==> config.mk <==
export PLATFORM = sky130hd
export DESIGN_NAME = avt_sum_stage
export DESIGN_NICKNAME = d
export VERILOG_FILES = /design/src/rtl/avt_pkg.sv /design/src/rtl/avt_sum_stage.sv
export SDC_FILE = /design/constraint.sdc
export NUM_CORES = 1
export LEC_CHECK = 0
export BUFFER_PORTS_ARGS = -buffer_cell sky130_fd_sc_hd__buf_4
export CAP_MARGIN = 40
export CORE_AREA = 2 2 213 215
export CTS_CLUSTER_SIZE = 14
export DETAILED_ROUTE_END_ITERATION = 16
export DIE_AREA = 0 0 215 217
export SYNTH_ARGS = -nofsm -noshare
export SYNTH_HDL_FRONTEND = slang
export SYNTH_SLANG_ARGS = --single-unit
export TNS_END_PERCENT = 20
==> constraint.sdc <==
create_clock -name clk -period 4.5 [get_ports clk]
set_input_delay 0.45 -clock clk [delete_from_list [all_inputs] [get_ports clk]]
set_output_delay 0.45 -clock clk [all_outputs]
set_load 0.01 [all_outputs]
==> src/rtl/avt_pkg.sv <==
// Package for the affine vector transform unit: widths, register indexes,
// reset values and the payload types passed between the pipeline stages.
// Depends on nothing; every other file imports it.
package avt_pkg;

  localparam int unsigned VEC_W      = 32;
  localparam int unsigned COEF_W     = 16;
  localparam int unsigned PROD_W     = VEC_W + COEF_W;
  localparam int unsigned SUM_W      = PROD_W + 2;
  localparam int unsigned SHIFT      = 12;
  localparam int unsigned SHR_W      = SUM_W - SHIFT;
  localparam int unsigned TOT_W      = SHR_W + 1;
  localparam int unsigned DIMS       = 3;
  localparam int unsigned ROW_W      = DIMS * COEF_W;
  localparam int unsigned CFG_IDX_W  = 3;
  localparam int unsigned CFG_DATA_W = ROW_W;

  localparam logic [ROW_W-1:0] ROW0_RESET = 48'h0000_0000_1000;
  localparam logic [ROW_W-1:0] ROW1_RESET = 48'h0000_1000_0000;
  localparam logic [ROW_W-1:0] ROW2_RESET = 48'h1000_0000_0000;

  localparam logic [VEC_W-1:0] WORD_MAX = 32'h7FFF_FFFF;
  localparam logic [VEC_W-1:0] WORD_MIN = 32'h8000_0000;

  typedef enum logic [CFG_IDX_W-1:0] {
    REG_ROW0  = 3'd0,
    REG_ROW1  = 3'd1,
    REG_ROW2  = 3'd2,
    REG_TRANS_X = 3'd3,
    REG_TRANS_Y = 3'd4,
    REG_TRANS_Z = 3'd5,
    REG_SKIP  = 3'd6
  } reg_idx_t;

  typedef struct packed {
    logic [DIMS-1:0][ROW_W-1:0] row;
    logic [DIMS-1:0][VEC_W-1:0] trans;
    logic                       skip;
  } cfg_t;

  typedef struct packed {
    logic [DIMS-1:0][VEC_W-1:0] vec;
    logic                       last;
  } vec_req_t;

  typedef struct packed {
    logic [DIMS-1:0][DIMS-1:0][PROD_W-1:0] prod;
    logic                                  last;
  } prod_req_t;

  typedef struct packed {
    logic [DIMS-1:0][SHR_W-1:0] shr;
    logic                       last;
  } sum_req_t;

  typedef struct packed {
    logic [DIMS-1:0][VEC_W-1:0] comp;
    logic                       overflow;
    logic                       last;
  } res_req_t;

endpackage

==> src/rtl/avt_sum_stage.sv <==
// Second pipeline stage: sums the three products of each row and takes
// the floor of the sum divided by 4096. Depends on avt_pkg.
module avt_sum_stage import avt_pkg::*; (
  input  logic      clk,
  input  logic      rst,
  input  logic      in_valid,
  output logic      in_ready,
  input  prod_req_t in_data,
  output logic      out_valid,
  input  logic      out_ready,
  output sum_req_t  out_data
);

  logic signed [PROD_W-1:0] prod [DIMS][DIMS];
  logic signed [SUM_W-1:0]  sum  [DIMS];
  logic                     valid;

  always_comb begin
    for (int r = 0; r < DIMS; r++) begin
      for (int c = 0; c < DIMS; c++) begin
        prod[r][c] = in_data.prod[r][c];
      end
    end
    for (int r = 0; r < DIMS; r++) begin
      sum[r] = SUM_W'(prod[r][0]) + SUM_W'(prod[r][1]) + SUM_W'(prod[r][2]);
    end
  end

  assign in_ready  = !valid || out_ready;
  assign out_valid = valid;

  always_ff @(posedge clk) begin
    if (rst) begin
      valid <= 1'b0;
    end else if (in_ready) begin
      valid <= in_valid;
    end
  end

  // Dropping the low twelve bits of a two's complement sum floors it.
  always_ff @(posedge clk) begin
    if (in_ready && in_valid) begin
      for (int r = 0; r < DIMS; r++) begin
        out_data.shr[r] <= sum[r][SUM_W-1:SHIFT];
      end
      out_data.last <= in_data.last;
    end
  end

endmodule

; Word-level counts from Yosys, hierarchy flattened
; Cells that the tools add are included.
[word_totals]
regBits = 116
wordCells = 14
output_inout_bits = 117
input_bits = 437
[classes]
add_sub_neg = 6
n_reduce_logical = 3
[op_table]
columns = operator, n
row1 = $add A49 B48 Y50, 3
row2 = $add A48 B48 Y49, 3
row3 = $logic_and A1 B1 Y1, 1
row4 = $logic_not A1 Y1, 1
row5 = $logic_or A1 B1 Y1, 1

; Logic depth before layout (Yosys ltp)
[depth]
word_depth = 3
ltp_mapped = 13
depth_no_buf = 13

; Worst setup path after synthesis
; OpenSTA, ideal clock, no wires.
[synth_timing]
path_kind = input -> register
from = input out_ready
to = register out_data[0] (netlist name), enable pin
t_arrival_ns = 3.317
path_slack_ns = 0.695
t_required_ns = 4.012
n_path_buf = 0
setup_time_ns = 0.488
stages = 2
path_cell_list = nand2b_1 and2_1
[synth_via]
elab_chain_cells = 2
[synth_rtl]
columns = element, line
row1 = "start, declared", avt_sum_stage.sv:10  ; input logic out_ready,
row2 = $logic_or A1 B1 Y1, avt_sum_stage.sv:29  ; assign in_ready = !valid || out_ready;
row3 = $logic_and A1 B1 Y1, avt_sum_stage.sv:42  ; if (in_ready && in_valid) begin
row4 = "end, declared", avt_sum_stage.sv:11  ; output sum_req_t out_data
; Every way passes these cells.
; A chain may end at the register's enable or synchronous reset.

==> out/summary.txt <==
status -> finished, final reports clean
net switching power -> 2.759 mW
clock power share -> 0.203
Worst Setup Start Kind -> input pin
Mapped Cells -> 1416
Worst EP required -> 4.67 ns
clock transition at the registers of the reported paths -> 0.06 ns
Finished Cell Area -> 19370 sq um
DRC viols -> 0
fin crit period -> 3.903 ns
initial DRC count -> 653
I/O Buffers -> 553
TritonCTS buffer count -> 17
initial antenna violation count -> 0
io pins -> 554
MaxCap Viol Count -> 0
r2r setup slk -> 2.81 ns
Worst Setup SP -> in_data[10]
Reg power frac -> 0.245
Area after DPL -> 18780 sq um
internal power -> 4.227 mW
arrival time of the worst setup path -> 4.07 ns
filler cell count -> 4421
Lkg Pwr -> 9.059 nW
Synth Net Count -> 2138
via count -> 12.80k
average wire per standard cell -> 18.61 um
diode count -> 0
GRT Residual Overflow -> 0
largest net degree at the start of global routing -> 58
Mapped Area -> 13940 sq um
first-pass GRT wire length -> 72840 um
crit path kind -> in2reg
count of antenna-violating nets left after detailed routing -> 0
most frequent cells in the layout -> buf_4 (559), inv_1 (149), ha_1 (144), a21oi_1 (141), fa_1 (141)
Critical Path Fanout Max -> 5
clk_skew -> 0.01025 ns
final hold viol count -> 0
Max rail drop VDD -> 0.0002426 V
CTS tree -> built
fin crit share -> 0.8674
setup_tns -> 0 ns
final wirelength -> 47770 um
vias in the first global route -> 13.44k
Worst Setup EP -> out_data[31]
Hold WC Path Type -> in2reg
pre-CTS setup slack -> 0.1794 ns
CP Capture Type -> register
Sw Ratio -> 0.3949
Synth cell types -> 63
Starting Density -> 0.3119
Post-CTS Setup Bufs -> 0
max_slew headroom -> 0.5636
Max clock buf depth -> 2
Setup WS post-layout -> 0.5965 ns
# hold bufs at CTS -> 0
Final Slew Violations -> 0
routability cong. -> 0.9152
Max Fclk -> 256.2 MHz
H-tree levels -> 4
DP Wirelength -> 41350 um
final setup vio count -> 0
Die Ht -> 217 um
Num Clock Sinks -> 116
Area growth, synth to finish -> 38.92%
Seq/Total Area, Yosys -> 0.2491
Cell Pwr Density -> 360.7 nW/um^2
share of cells above drive strength 1 -> 0.3066
EDFF count, synth -> 115
FFs w/ async S/R, synth -> 0
top_reg_cell synth -> edfxtp_1
PostCTS Resize Cnt -> 0
Avg Cell Area, Syn -> 9.845 sq um
GRT Total Usage -> 0.2012
die area -> 46660 sq um
Seq cells post-synth -> 116
drt first pass iters -> 5
Worst Tran Pin Value -> 0.6502 ns
routed vias/inst -> 4.986
worst-skew pair later-pin latency -> 0.43 ns
width of the die -> 215 um
clock root buffer master -> clkbuf_16
RR Startpoint -> out_valid
unrepaired setup endpoints after global routing -> false
Row Count -> 78
core area -> 44700 sq um
Yosys Warn Count -> 0
Logic pwr share -> 0.552
worst r2r path cells -> 3
reg2reg end -> out_data[80]
most common cell after layout, fill and taps aside -> buf_4
nets -> 2677
==> power groups by stage <==
stage	Combinational, mW	Clock (mW)	Sequential, mW
2_1_floorplan	2.13	0	1.87
3_3_place_gp	3.83	0	1.73
3_5_place_dp	3.85	0	1.73
4_1_cts	3.87	1.46	1.72
5_1_grt	4.25	1.51	1.74
6_report	3.86	1.42	1.71
==> cell families after synthesis <==
kind of cell	count (synthesis)	share of synthesized area
muxes	1	0.0007180
buffers and inverters	190	0.05116
AOI/OAI and AO/OA	425	0.1980
DFF	116	0.2491
and+or+nand+nor	294	0.1033
xor gates and xnor gates	105	0.06597
adders and majority gates	285	0.3317
==> state kept, by name, indices dropped and copies added, names as in the netlist <==
signal / flops
out_valid: 1
out_data: 115
==> synth_stat cells, types with 3 or more instances <==
master	instances	area share
inv_1	149	0.040
ha_1	144	0.13
a21oi_1	141	0.051
fa_1	141	0.20
edfxtp_1	115	0.25
nand2_1	86	0.023
a21o_1	69	0.037
nor2_1	67	0.018
o21ai_0	62	0.022
xnor2_1	57	0.036
xor2_1	48	0.030
clkbuf_1	41	0.011
nand4_1	35	0.016
o21bai_1	27	0.015
nand3_1	25	0.0090
o21a_1	18	0.0097
and3_1	17	0.0076
a31oi_1	16	0.0072
nor2b_1	16	0.0072
nor3_1	12	0.0043
a211oi_1	10	0.0054
nand2b_1	8	0.0036
o211ai_1	7	0.0038
a21boi_0	6	0.0032
o31ai_1	6	0.0032
a2111oi_0	5	0.0031
a221oi_1	5	0.0031
a31o_2	5	0.0031
o41ai_1	5	0.0031
or3_1	5	0.0022
a41oi_1	4	0.0025
and4_1	4	0.0025
nor4_1	4	0.0018
o41a_1	4	0.0032
a22oi_1	3	0.0016
a311oi_1	3	0.0019
and2_1	3	0.0013
o21ai_1	3	0.0011
o221ai_1	3	0.0019
or4_1	3	0.0016
==> critical path: stages <==
cell and delay, ns:
buf_4 0.07, inv_1 0.05, fa_1 0.54, inv_1 0.04, ha_1 0.33, nand2_1 0.09
nor4_1 0.33, a32oi_1 0.19, o311ai_0 0.64, a21oi_1 0.20, o41ai_1 0.40, buf_4 0.18
a31oi_1 0.17, o21ai_0 0.28, xor2_1 0.11
==> per-stage QoR <==
stage                     power, mW  hold WS [ns]  instances  utilization
after CTS                     7.049        0.1408       2567       0.4333
after global placement        5.556        0.6085       2535       0.4196
after global routing          7.493        0.1502       2567       0.4333
after detailed placement      5.580        0.6097       2536       0.4201
final                         6.985        0.1714       2567       0.4333
after floorplan               3.997        0.5191       1416            -
==> cell type report <==
type / count / area (sq um) / area share
multi-input cells: 1110 / 9757 / 0.5038
repair buffers: 561 / 4237 / 0.2188
flip-flops and latches: 116 / 3473 / 0.1794
well taps: 600 / 750.7 / 0.03876
inverters: 149 / 559.3 / 0.02888
clock buffers: 18 / 429.2 / 0.02216
clock inverters: 13 / 160.2 / 0.008270
==> layer usage <==
| layer | vias to the layer above | GRT usage | wire, um |
|---|---|---|---|
| met3 | 58 | 0.04962 | 3219 |
| met4 | 0 | 0.06000 | 1160 |
| met5 | - | 0 | 0 |
| met2 | 464 | 0.3539 | 23670 |
| li1 | 6184 | - | - |
| met1 | 6093 | 0.2433 | 19730 |
==> worst min-delay path by stage <==
stage | startpoint | endpoint | cells past startpoint | slack [ns]
4_1_cts | rst | out_valid | 2 | 0.14
2_1_floorplan | rst | out_valid | 1 | 0.52
5_1_grt | rst | out_valid | 2 | 0.15
3_3_place_gp | rst | out_valid | 2 | 0.61
6_report | rst | out_valid | 2 | 0.17
3_5_place_dp | rst | out_valid | 2 | 0.61
(Power assumes the default switching activity.)
