<file path="config.mk">
export PLATFORM = sky130hd
export DESIGN_NAME = avt_sat_stage
export DESIGN_NICKNAME = d
export VERILOG_FILES = /design/src/rtl/avt_pkg.sv /design/src/rtl/avt_sat_stage.sv
export SDC_FILE = /design/constraint.sdc
export NUM_CORES = 1
export LEC_CHECK = 0
export ABC_AREA = 1
export BUFFER_PORTS_ARGS = -buffer_cell sky130_fd_sc_hd__buf_4
export CORE_AREA = 2 2 181 183
export CTS_CLUSTER_SIZE = 20
export DETAILED_ROUTE_END_ITERATION = 10
export DIE_AREA = 0 0 183 185
export PLACE_DENSITY = 0.74
export SETUP_SLACK_MARGIN = 0.5
export SLEW_MARGIN = 5
export SYNTH_ARGS = -nofsm -noshare
export SYNTH_HDL_FRONTEND = slang
export SYNTH_SLANG_ARGS = --single-unit
</file>
<file path="constraint.sdc">
create_clock -name clk -period 12.75 [get_ports clk]
set_input_delay 2.55 -clock clk [delete_from_list [all_inputs] [get_ports clk]]
set_output_delay 2.55 -clock clk [all_outputs]
set_load 0.02 [all_outputs]
</file>
<file path="src/rtl/avt_pkg.sv">
// Package for the affine vector transform unit: widths, register indexes,
// reset values and the payload types passed between the pipeline stages.
// Depends on nothing; every other file imports it.
package avt_pkg;

  localparam int unsigned VEC_W      = 32;
  localparam int unsigned COEF_W     = 16;
  localparam int unsigned PROD_W     = VEC_W + COEF_W;
  localparam int unsigned SUM_W      = PROD_W + 2;
  localparam int unsigned SHIFT      = 12;
  localparam int unsigned SHR_W      = SUM_W - SHIFT;
  localparam int unsigned TOT_W      = SHR_W + 1;
  localparam int unsigned DIMS       = 3;
  localparam int unsigned ROW_W      = DIMS * COEF_W;
  localparam int unsigned CFG_IDX_W  = 3;
  localparam int unsigned CFG_DATA_W = ROW_W;

  localparam logic [ROW_W-1:0] ROW0_RESET = 48'h0000_0000_1000;
  localparam logic [ROW_W-1:0] ROW1_RESET = 48'h0000_1000_0000;
  localparam logic [ROW_W-1:0] ROW2_RESET = 48'h1000_0000_0000;

  localparam logic [VEC_W-1:0] WORD_MAX = 32'h7FFF_FFFF;
  localparam logic [VEC_W-1:0] WORD_MIN = 32'h8000_0000;

  typedef enum logic [CFG_IDX_W-1:0] {
    REG_ROW0  = 3'd0,
    REG_ROW1  = 3'd1,
    REG_ROW2  = 3'd2,
    REG_TRANS_X = 3'd3,
    REG_TRANS_Y = 3'd4,
    REG_TRANS_Z = 3'd5,
    REG_SKIP  = 3'd6
  } reg_idx_t;

  typedef struct packed {
    logic [DIMS-1:0][ROW_W-1:0] row;
    logic [DIMS-1:0][VEC_W-1:0] trans;
    logic                       skip;
  } cfg_t;

  typedef struct packed {
    logic [DIMS-1:0][VEC_W-1:0] vec;
    logic                       last;
  } vec_req_t;

  typedef struct packed {
    logic [DIMS-1:0][DIMS-1:0][PROD_W-1:0] prod;
    logic                                  last;
  } prod_req_t;

  typedef struct packed {
    logic [DIMS-1:0][SHR_W-1:0] shr;
    logic                       last;
  } sum_req_t;

  typedef struct packed {
    logic [DIMS-1:0][VEC_W-1:0] comp;
    logic                       overflow;
    logic                       last;
  } res_req_t;

endpackage

</file>
<file path="src/rtl/avt_sat_stage.sv">
// Third pipeline stage and output register: adds the translation, saturates
// each component to 32 bits and raises the overflow flag. Depends on avt_pkg.
module avt_sat_stage import avt_pkg::*; (
  input  logic     clk,
  input  logic     rst,
  input  cfg_t     cfg,
  input  logic     in_valid,
  output logic     in_ready,
  input  sum_req_t in_data,
  output logic     out_valid,
  input  logic     out_ready,
  output res_req_t out_data
);

  logic signed [SHR_W-1:0] shr   [DIMS];
  logic signed [VEC_W-1:0] trans [DIMS];
  logic signed [TOT_W-1:0] tot   [DIMS];
  logic [DIMS-1:0]         sat;
  logic [DIMS-1:0][VEC_W-1:0] comp;
  logic                    valid;

  always_comb begin
    for (int r = 0; r < DIMS; r++) begin
      shr[r]   = in_data.shr[r];
      trans[r] = cfg.skip ? '0 : cfg.trans[r];
      tot[r]   = TOT_W'(shr[r]) + TOT_W'(trans[r]);
      sat[r]   = (tot[r][TOT_W-1:VEC_W-1] != '0) && (tot[r][TOT_W-1:VEC_W-1] != '1);
      if (sat[r]) begin
        comp[r] = tot[r][TOT_W-1] ? WORD_MIN : WORD_MAX;
      end else begin
        comp[r] = tot[r][VEC_W-1:0];
      end
    end
  end

  assign in_ready  = !valid || out_ready;
  assign out_valid = valid;

  always_ff @(posedge clk) begin
    if (rst) begin
      valid <= 1'b0;
    end else if (in_ready) begin
      valid <= in_valid;
    end
  end

  always_ff @(posedge clk) begin
    if (in_ready && in_valid) begin
      out_data.comp     <= comp;
      out_data.overflow <= |sat;
      out_data.last     <= in_data.last;
    end
  end

endmodule

</file>
* Word level (Yosys, flattened, before mapping)
Index checks and enable logic that the tools add are counted.
Cells by class: equality and inequality tests 3, muxes and demuxes 9, reductions and logical operators 10, add/subtract/negate cells 3
Operators by type and width (count):
- two-way mux 32 bit | 9
- adder 38 x 32 -> 39 bit | 3
- != test 8 bit (second input constant) | 3
- nonzero test 8 bit | 3
- logical AND 1 bit | 4
- OR reduction 3 bit | 1
- logical NOT 1 bit | 1
- logical OR 1 bit | 1
Word-level totals: logic and storage cells 31, register bits after elaboration 99, output and inout bits 100

* Logic depth before layout (Yosys ltp)
Gate-level depths: netlist of the first run.
depth in word-level cells 5, depth in mapped cells 24, gate-level depth less buffers 22

* Worst setup path after synthesis of the first run
OpenSTA, ideal clock, no wires.
path type input-to-reg, start input in_valid, end register out_data[0] (netlist name) (enable), path buffers 0, setup slack 4.841 ns, cell stages on the path 2, required time 12.163 ns, arrival time 7.322 ns, setup time 0.587 ns, cell sequence inv_1 -> a21oi_1
Between the ends: longest elaborated chain between the ends 1
RTL lines:
- from (decl) | line avt_sat_stage.sv:7 | input logic in_valid,
- logical AND 1 bit | line avt_sat_stage.sv:48 | if (in_ready && in_valid) begin
- to (decl) | line avt_sat_stage.sv:12 | output res_req_t out_data
Every way passes these cells. A chain may end at the register's enable or synchronous reset.

==> run summary, run 1 <==
=====================================================================================
Post-CTS Hold Buffers                                                               0
Synthesized area divided by synthesized cell count                           5.89 µm²
Final Routed Wirelength                                                       43.4 mm
Transition time at the pin with the least slew margin                        0.779 ns
Detailed-router iteration count before antenna repair                               8
Final period util                                                               49.7%
Non-filler cells in the finished layout                                          2986
Largest net degree at the start of global routing                                  55
Final setup skew                                                           0.00615 ns
Gate count after technology mapping                                              2272
R2r setup slk                                                                10.56 ns
Share of the synthesized netlist area taken by xor and xnor gates               5.70%
Post-DR wirelength/cell                                                       14.5 µm
Die outline width                                                              183 µm
Worst Min Path Start                                                        out_valid
Kind of end point of the critical path                                           flop
Mux contribution to synthesized area                                               0%
Minimum hold slack                                                           0.534 ns
Buffers added on ports                                                            315
Unrepaired setup endpoints after global routing                                    no
Overall routing resource usage                                                  25.5%
Number of register bits inferred by synthesis                                      99
I/O pin cnt                                                                       460
Clk pin slew, worst setup/hold paths                                          0.08 ns
Worst IR drop on VDD                                                        0.0611 mV
Effective utilization at floorplan                                              41.7%
R2R cell count                                                                      3
Antenna violations before repair                                                    0
Antenna diode count                                                                 0
Count of flip-flops with a built-in enable after synthesis                         98
Clock insertion delay at the later pin of the skew report                     0.36 ns
Reg area                                                                  0.00296 mm²
Post-Synth Adder-Cell Area                                                      11.1%
Core area                                                                  0.0320 mm²
Placement Rows                                                                     66
TritonCTS Buffers                                                                   9
Async S/R FF share, synth                                                          0%
Max Fanout on Critical Path                                                        50
Power density cells                                                       81.4 mW/mm²
Wire length of the first global-routing pass                                  68.3 mm
Accumulated negative setup slack                                                 0 ns
Layout cells sized above 1                                                      14.8%
Max Clk Rate                                                                  158 MHz
Routability congestion estimate from global placement                           0.999
Vias in the first global route                                                  13.8k
Setup repair bufs after CTS                                                         0
Maximum number of buffers from clock root to sink                                   2
Critical path class                                                      input port to flop
Worst R2R End                                                            out_data[43]
Crit path required time                                                      12.94 ns
Finish-stage setup viols                                                            0
Data arrival time at the worst-slack endpoint                                 6.52 ns
Count of routing violations after the opening detailed-route iteration            964
Drc violations                                                                      0
Normalized max-slew margin                                                      48.0%
Final count of hold timing violations                                               0
Die extent in y                                                                185 µm
End of the worst hold path                                                  out_valid
Total count of max-transition violations in the final report                        0
Max Cap Violations                                                                  0
Area grow syn2layout                                                            22.1%
CTS Root Cell                                                            sky130_fd_sc_hd__clkbuf_16
Startpoint types                                                           input port
Placed cells                                                                     2970
DR vias                                                                         14.5k
Number of antenna-violating nets in the routed design                               0
Dominant combinational cell family by area after synthesis               simple AND/OR/NAND/NOR gates
Fraction of the mapped netlist area in simple logic gates                       40.6%
Compound-Gate Fraction of Synth Area                                            6.43%
CTS tree                                                                        built
Netlist Area Pre-Place                                                     0.0134 mm²
Count of H-tree levels built during CTS                                             3
Min cycle time layout                                                         6.33 ns
Drt via density                                                                  4.84
Run status                                                               complete, no violations
Fill count                                                                       3397
Hold depth                                                                          2
Post-layout net count                                                            3050
Detail Placement HPWL                                                         36.6 mm
Main synth FF type                                                       sky130_fd_sc_hd__edfxtp_1
Number of nets produced by synthesis                                             2749
Final worst setup slack                                                       6.42 ns
Pre-CTS setup slack                                                           6.01 ns
Clock Sinks                                                                        99
Die area                                                                   0.0339 mm²
GR Overflow Total                                                                   0
RR Startpoint                                                               out_valid
Worst hold path type                                                     flop to flop
LEAKAGE                                                                       9.53 nW
YS warnings                                                                         0
Total area of multi-input combinational cells                             0.00855 mm²
Register area share after synthesis                                             22.1%
Count of cell types in the netlist                                                 32
Resized cells post-CTS                                                              0
=====================================================================================
[kinds of logic after synthesis]
family,count (synthesis)
compound gates,157
xor+xnor,87
fa+ha+maj,117
buf+inv,463
flops,99
simple gates,1349
[how the worst max path moves through the flow]
stage	start	endpoint	slack [ns]	depth (start not counted)
finish	cfg[0]	out_data[2]	6.42	21
global route	cfg[0]	out_data[29]	5.93	20
CTS	cfg[0]	out_data[29]	6.39	20
detailed placement	cfg[0]	out_data[29]	6.01	20
global placement	cfg[0]	out_data[29]	6.10	20
floorplan	in_valid	out_data[0]	4.84	2
[registers in the layout, summed over array words and instances (netlist names)]
name       count
out_valid      1
out_data      98
[stage by stage]
step                power, mW  utilization (%)  area [µm²]
global route             1.42             51.0       16300
CTS                      1.33             51.0       16300
finish                   1.33             51.0       16300
floorplan               0.830                -       13400
global placement         1.03             50.1       16000
detailed placement       1.04             50.1       16000
[where the power goes]
part / switching [mW] / total, mW / internal, mW
registers: 0.0148 / 0.424 / 0.409
clock network: 0.140 / 0.293 / 0.153
logic: 0.381 / 0.612 / 0.231
total: 0.536 / 1.33 / 0.794
[final cells by class]
type | count | share of cell area (%)
sequential | 99 | 18.1
clock inverter | 6 | 0.391
clock buffer | 10 | 1.40
inverter | 435 | 9.99
timing repair buffer | 318 | 14.6
tap | 408 | 3.12
multi-input combinational | 1710 | 52.3
[Yosys cell counts (all sizes together), types with 3 or more instances]
master / instances / area share, %
ha: 114 / 11
xnor2: 36 / 2.4
clkbuf: 5 / 0.14
or2: 6 / 0.28
a21oi: 91 / 3.4
nor4: 8 / 0.37
o21bai: 14 / 0.79
xor2: 51 / 3.3
nor2: 273 / 8.0
nand2: 950 / 27
nand3: 90 / 3.9
nand3b: 3 / 0.17
nand4: 3 / 0.14
edfxtp: 98 / 22
buf: 23 / 1.7
a31oi: 26 / 1.2
fa: 3 / 0.45
and2: 11 / 0.51
o21ai: 24 / 0.90
inv: 435 / 12
nor3: 4 / 0.15
[worst max-delay path: stages]
cell                      delay [ns]
sky130_fd_sc_hd__buf_4          0.40
sky130_fd_sc_hd__buf_4          0.54
sky130_fd_sc_hd__inv_1          0.30
sky130_fd_sc_hd__nand2_1        0.18
sky130_fd_sc_hd__inv_1          0.06
sky130_fd_sc_hd__ha_1           0.28
sky130_fd_sc_hd__nand2_1        0.08
sky130_fd_sc_hd__nand2_1        0.08
sky130_fd_sc_hd__nand3_1        0.08
sky130_fd_sc_hd__nand2_1        0.13
sky130_fd_sc_hd__nand2_1        0.12
sky130_fd_sc_hd__nand3_2        0.14
sky130_fd_sc_hd__nand2_1        0.17
sky130_fd_sc_hd__nand2_1        0.09
sky130_fd_sc_hd__nand2_1        0.07
sky130_fd_sc_hd__nand2_1        0.06
sky130_fd_sc_hd__nand2_1        0.06
sky130_fd_sc_hd__nor2_1         0.04
sky130_fd_sc_hd__nand2_1        0.12
sky130_fd_sc_hd__nand3_2        0.55
sky130_fd_sc_hd__nand2_1        0.32
[metal layers]
layer | part of all wire, % | routed length, µm | track usage, %
met1 | 45 | 19700 | 34.0
met2 | 45 | 19700 | 42.7
met3 | 6.8 | 2940 | 3.81
met4 | 2.4 | 1060 | 7.46
met5 | 0 | 0 | 0
[cells in the final DEF, fill, tap and decap left out, types with 4 or more instances in the layout]
master                        n
sky130_fd_sc_hd__edfxtp_1    98
sky130_fd_sc_hd__a31oi_1     26
sky130_fd_sc_hd__o21bai_1    14
sky130_fd_sc_hd__buf_4      318
sky130_fd_sc_hd__clkbuf_16    9
sky130_fd_sc_hd__xor2_1      51
sky130_fd_sc_hd__nor2_2      13
sky130_fd_sc_hd__o21ai_0     24
sky130_fd_sc_hd__a21oi_1     90
sky130_fd_sc_hd__nor2_1     259
sky130_fd_sc_hd__nand2_2     12
sky130_fd_sc_hd__and2_1      11
sky130_fd_sc_hd__nor3_1       4
sky130_fd_sc_hd__nand3_2     15
sky130_fd_sc_hd__nor4_1       8
sky130_fd_sc_hd__xnor2_1     36
sky130_fd_sc_hd__ha_1       114
sky130_fd_sc_hd__nand2_1    935
sky130_fd_sc_hd__inv_1      435
sky130_fd_sc_hd__nand3_1     75
No activity file was read; power rests on OpenSTA's default activity.
==> run 2: changes to the inputs <==
--- a/config.mk
+++ b/config.mk
@@ -7,11 +7,11 @@
 export LEC_CHECK = 0
 export ABC_AREA = 1
 export BUFFER_PORTS_ARGS = -buffer_cell sky130_fd_sc_hd__buf_4
-export CORE_AREA = 2 2 181 183
+export CORE_AREA = 2 2 177 179
 export CTS_CLUSTER_SIZE = 20
 export DETAILED_ROUTE_END_ITERATION = 10
-export DIE_AREA = 0 0 183 185
-export PLACE_DENSITY = 0.74
+export DIE_AREA = 0 0 179 181
+export PLACE_DENSITY = 0.76
 export SETUP_SLACK_MARGIN = 0.5
 export SLEW_MARGIN = 5
 export SYNTH_ARGS = -nofsm -noshare
==> constraint.sdc (replaced) <==
create_clock -name clk -period 6.6 [get_ports clk]
set_input_delay 1.32 -clock clk [delete_from_list [all_inputs] [get_ports clk]]
set_output_delay 1.32 -clock clk [all_outputs]
set_load 0.02 [all_outputs]
==> run summary, run 2 (synthesized netlist as in run 1, its figures left out) <==
=====================================================================================
Run status                                                               complete, no violations
Area grow syn2layout                                                            22.2%   about the same
Final Routed Wirelength                                                       44.0 mm   +1.3%
Data arrival time at the worst-slack endpoint                                 5.03 ns   -1.49 ns
Critical path class                                                      input port to flop
Total count of max-transition violations in the final report                        0   unchanged
TritonCTS Buffers                                                                   9   unchanged
Detailed-router iteration count before antenna repair                               5   -3
Pre-CTS setup slack                                                           1.36 ns   -4.65 ns
Startpoint types                                                           input port
Fill count                                                                       3139   -7.6%
Die outline width                                                              179 µm   -2.2%
Normalized max-slew margin                                                      40.3%   -7.8 points
Crit-path max cell delay                                                      0.55 ns   about the same
DR WL met2                                                                    21.1 mm   +7.4%
CTS Root Cell                                                            sky130_fd_sc_hd__clkbuf_16
Crit-path most repeated cell                                             sky130_fd_sc_hd__nand2_1
Core area                                                                  0.0303 mm²   -5.3%
LEAKAGE                                                                       9.55 nW   +0.13%
Hold depth                                                                          2   unchanged
Transition time at the pin with the least slew margin                        0.896 ns   +0.117 ns
Setup repair bufs after CTS                                                         0   unchanged
Antenna diode count                                                                 0   unchanged
Drt via density                                                                  4.88   +0.71%
Wire length of the first global-routing pass                                  68.1 mm   -0.30%
Area of all placed cells without fillers                                   0.0163 mm²   about the same
Detail Placement HPWL                                                         36.7 mm   +0.34%
Finish-stage setup viols                                                            0   unchanged
R2r setup slk                                                                 4.45 ns   -6.11 ns
Worst Min Path Start                                                        out_valid
Antenna violations before repair                                                    1   +1
Min cycle time layout                                                         4.84 ns
Final worst setup slack                                                       1.76 ns   -4.66 ns
Cell area after placement                                                  0.0160 mm²   about the same
Power density cells                                                        158 mW/mm²   +94%
R2R cell count                                                                      3   unchanged
Buffers added on ports                                                            315   unchanged
Effective utilization at floorplan                                              44.1%   +2.3 points
Post-layout net count                                                            3051   +0.033%
Post-DR wirelength/cell                                                       14.8 µm   +1.7%
Total power draw                                                              2.58 mW   +94%
GR Overflow Total                                                                   0   unchanged
Clock insertion delay at the later pin of the skew report                     0.36 ns   about the same
Maximum number of buffers from clock root to sink                                   2   unchanged
Routability congestion estimate from global placement                           0.964   -3.5%
Cells traversed along the worst timing path                              buf_4, buf_4, nor2_1, ha_1, inv_1, fa_1, inv_1, nand2_1, nand2_1, and2_1, nand2_1, nand3_2, nand2_1, nand2_1, nand2_1, nand2_1, nand2_1, nor2_1, nand2_1, nand3_2, nand2_1
Count of routing violations after the opening detailed-route iteration           1091   +13%
Worst IR drop on VDD                                                         0.122 mV   +100%
Accumulated negative setup slack                                                 0 ns   unchanged
DR vias                                                                         14.5k   +0.34%
Worst R2R End                                                            out_data[36]
Number of flip-flops in the largest register                                       98   unchanged
Clock Sinks                                                                        99   unchanged
Final count of hold timing violations                                               0   unchanged
Most used cells in the layout excluding fill and tap cells               sky130_fd_sc_hd__nand2_1 (935), sky130_fd_sc_hd__inv_1 (435), sky130_fd_sc_hd__buf_4 (319), sky130_fd_sc_hd__nor2_1 (259), sky130_fd_sc_hd__ha_1 (114)
Max Clk Rate                                                                  207 MHz
Drc violations                                                                      0   unchanged
I/O pin cnt                                                                       460   unchanged
Met1 routed wirelength after detailed routing                                 19.2 mm   -2.7%
Number of antenna-violating nets in the routed design                               0   unchanged
Placement Rows                                                                     64   -3.0%
Clk pin slew, worst setup/hold paths                                          0.09 ns   about the same
Count of H-tree levels built during CTS                                             3   unchanged
Die extent in y                                                                181 µm   -2.2%
Kind of end point of the critical path                                           flop
Critical-path top delay cell                                             sky130_fd_sc_hd__nand3_2
CTS tree                                                                        built
Final period util                                                               73.3%
Max Used Layer                                                                   met5
Crit path required time                                                       6.79 ns   -6.15 ns
Largest net degree at the start of global routing                                  65   +18%
Max Fanout on Critical Path                                                        57   +14%
Overall routing resource usage                                                  26.6%   +1.1 points
Most common cell after layout, fill and taps aside                       sky130_fd_sc_hd__nand2_1
Die area                                                                   0.0324 mm²   -4.3%
Layout cells sized above 1                                                      14.9%   +0.072 points
End of the worst hold path                                                  out_valid
Vias in the first global route                                                  13.5k   -1.7%
Final setup skew                                                           0.00961 ns   +0.00346 ns
Wire length on met3                                                           3.12 mm   +6.2%
Max Cap Violations                                                                  0   unchanged
RR Startpoint                                                               out_valid
Worst hold path type                                                     flop to flop
Top register by number of flip-flops                                         out_data
Post-CTS Hold Buffers                                                               0   unchanged
Unrepaired setup endpoints after global routing                                    no
Resized cells post-CTS                                                              0   unchanged
=====================================================================================
## run 2: cell count changes in the layout (fill, tap and decap cells not counted), sizes merged
| cell | previous run | this run |
|---|---|---|
| buf | 318 | 319 |
| clkinvlp | 2 | 1 |
| inv | 436 | 440 |
| clkbuf | 10 | 9 |
| clkinv | 2 | 1 |
| bufinv | 1 | 0 |
## run 2: metal layers
metal	vias up	track usage (%)
li1	7547	-
met3	37	3.70
met1	6431	34.6
met4	2	4.36
met2	497	47.0
met5	-	0
## run 2: how the worst max path moves through the flow
stage / start / end / depth (start not counted)
after detailed placement: cfg[0] / out_data[48] / 18
after floorplan: out_ready / out_data[0] / 2
after CTS: cfg[0] / out_data[36] / 18
final: cfg[0] / out_data[20] / 21
after global routing: cfg[0] / out_data[36] / 18
after global placement: cfg[0] / out_data[47] / 18
## run 2: critical path: cells and delay by family
| kind | cells | cell delay, ns |
|---|---|---|
| adders and majority gates | 2 | 0.46 |
| and+or+nand+nor | 15 | 2.18 |
| buffers and inverters | 4 | 1.03 |
## run 2: power by group
| group | total, mW | internal (mW) | switching, mW |
|---|---|---|---|
| registers | 0.820 | 0.791 | 0.0297 |
| clock network | 0.576 | 0.273 | 0.303 |
| logic | 1.18 | 0.447 | 0.733 |
## run 2: area by class of cell
type	instances	area, µm²	share of cell area [%]
clock inverter	7	77.6	0.475
inverter	435	1630	9.99
sequential	99	2960	18.1
multi-input combinational	1710	8550	52.3
timing repair buffer	319	2390	14.7
clock buffer	9	225	1.38
tap	396	495	3.03
## run 2: stage by stage
stage | instances | util, % | hold slack [ns]
finish | 2975 | 53.8 | 0.582
global route | 2975 | 53.8 | 0.603
CTS | 2975 | 53.8 | 0.579
detailed placement | 2959 | 52.8 | 0.563
global placement | 2959 | 52.8 | 0.538
floorplan | 2272 | - | 0.718
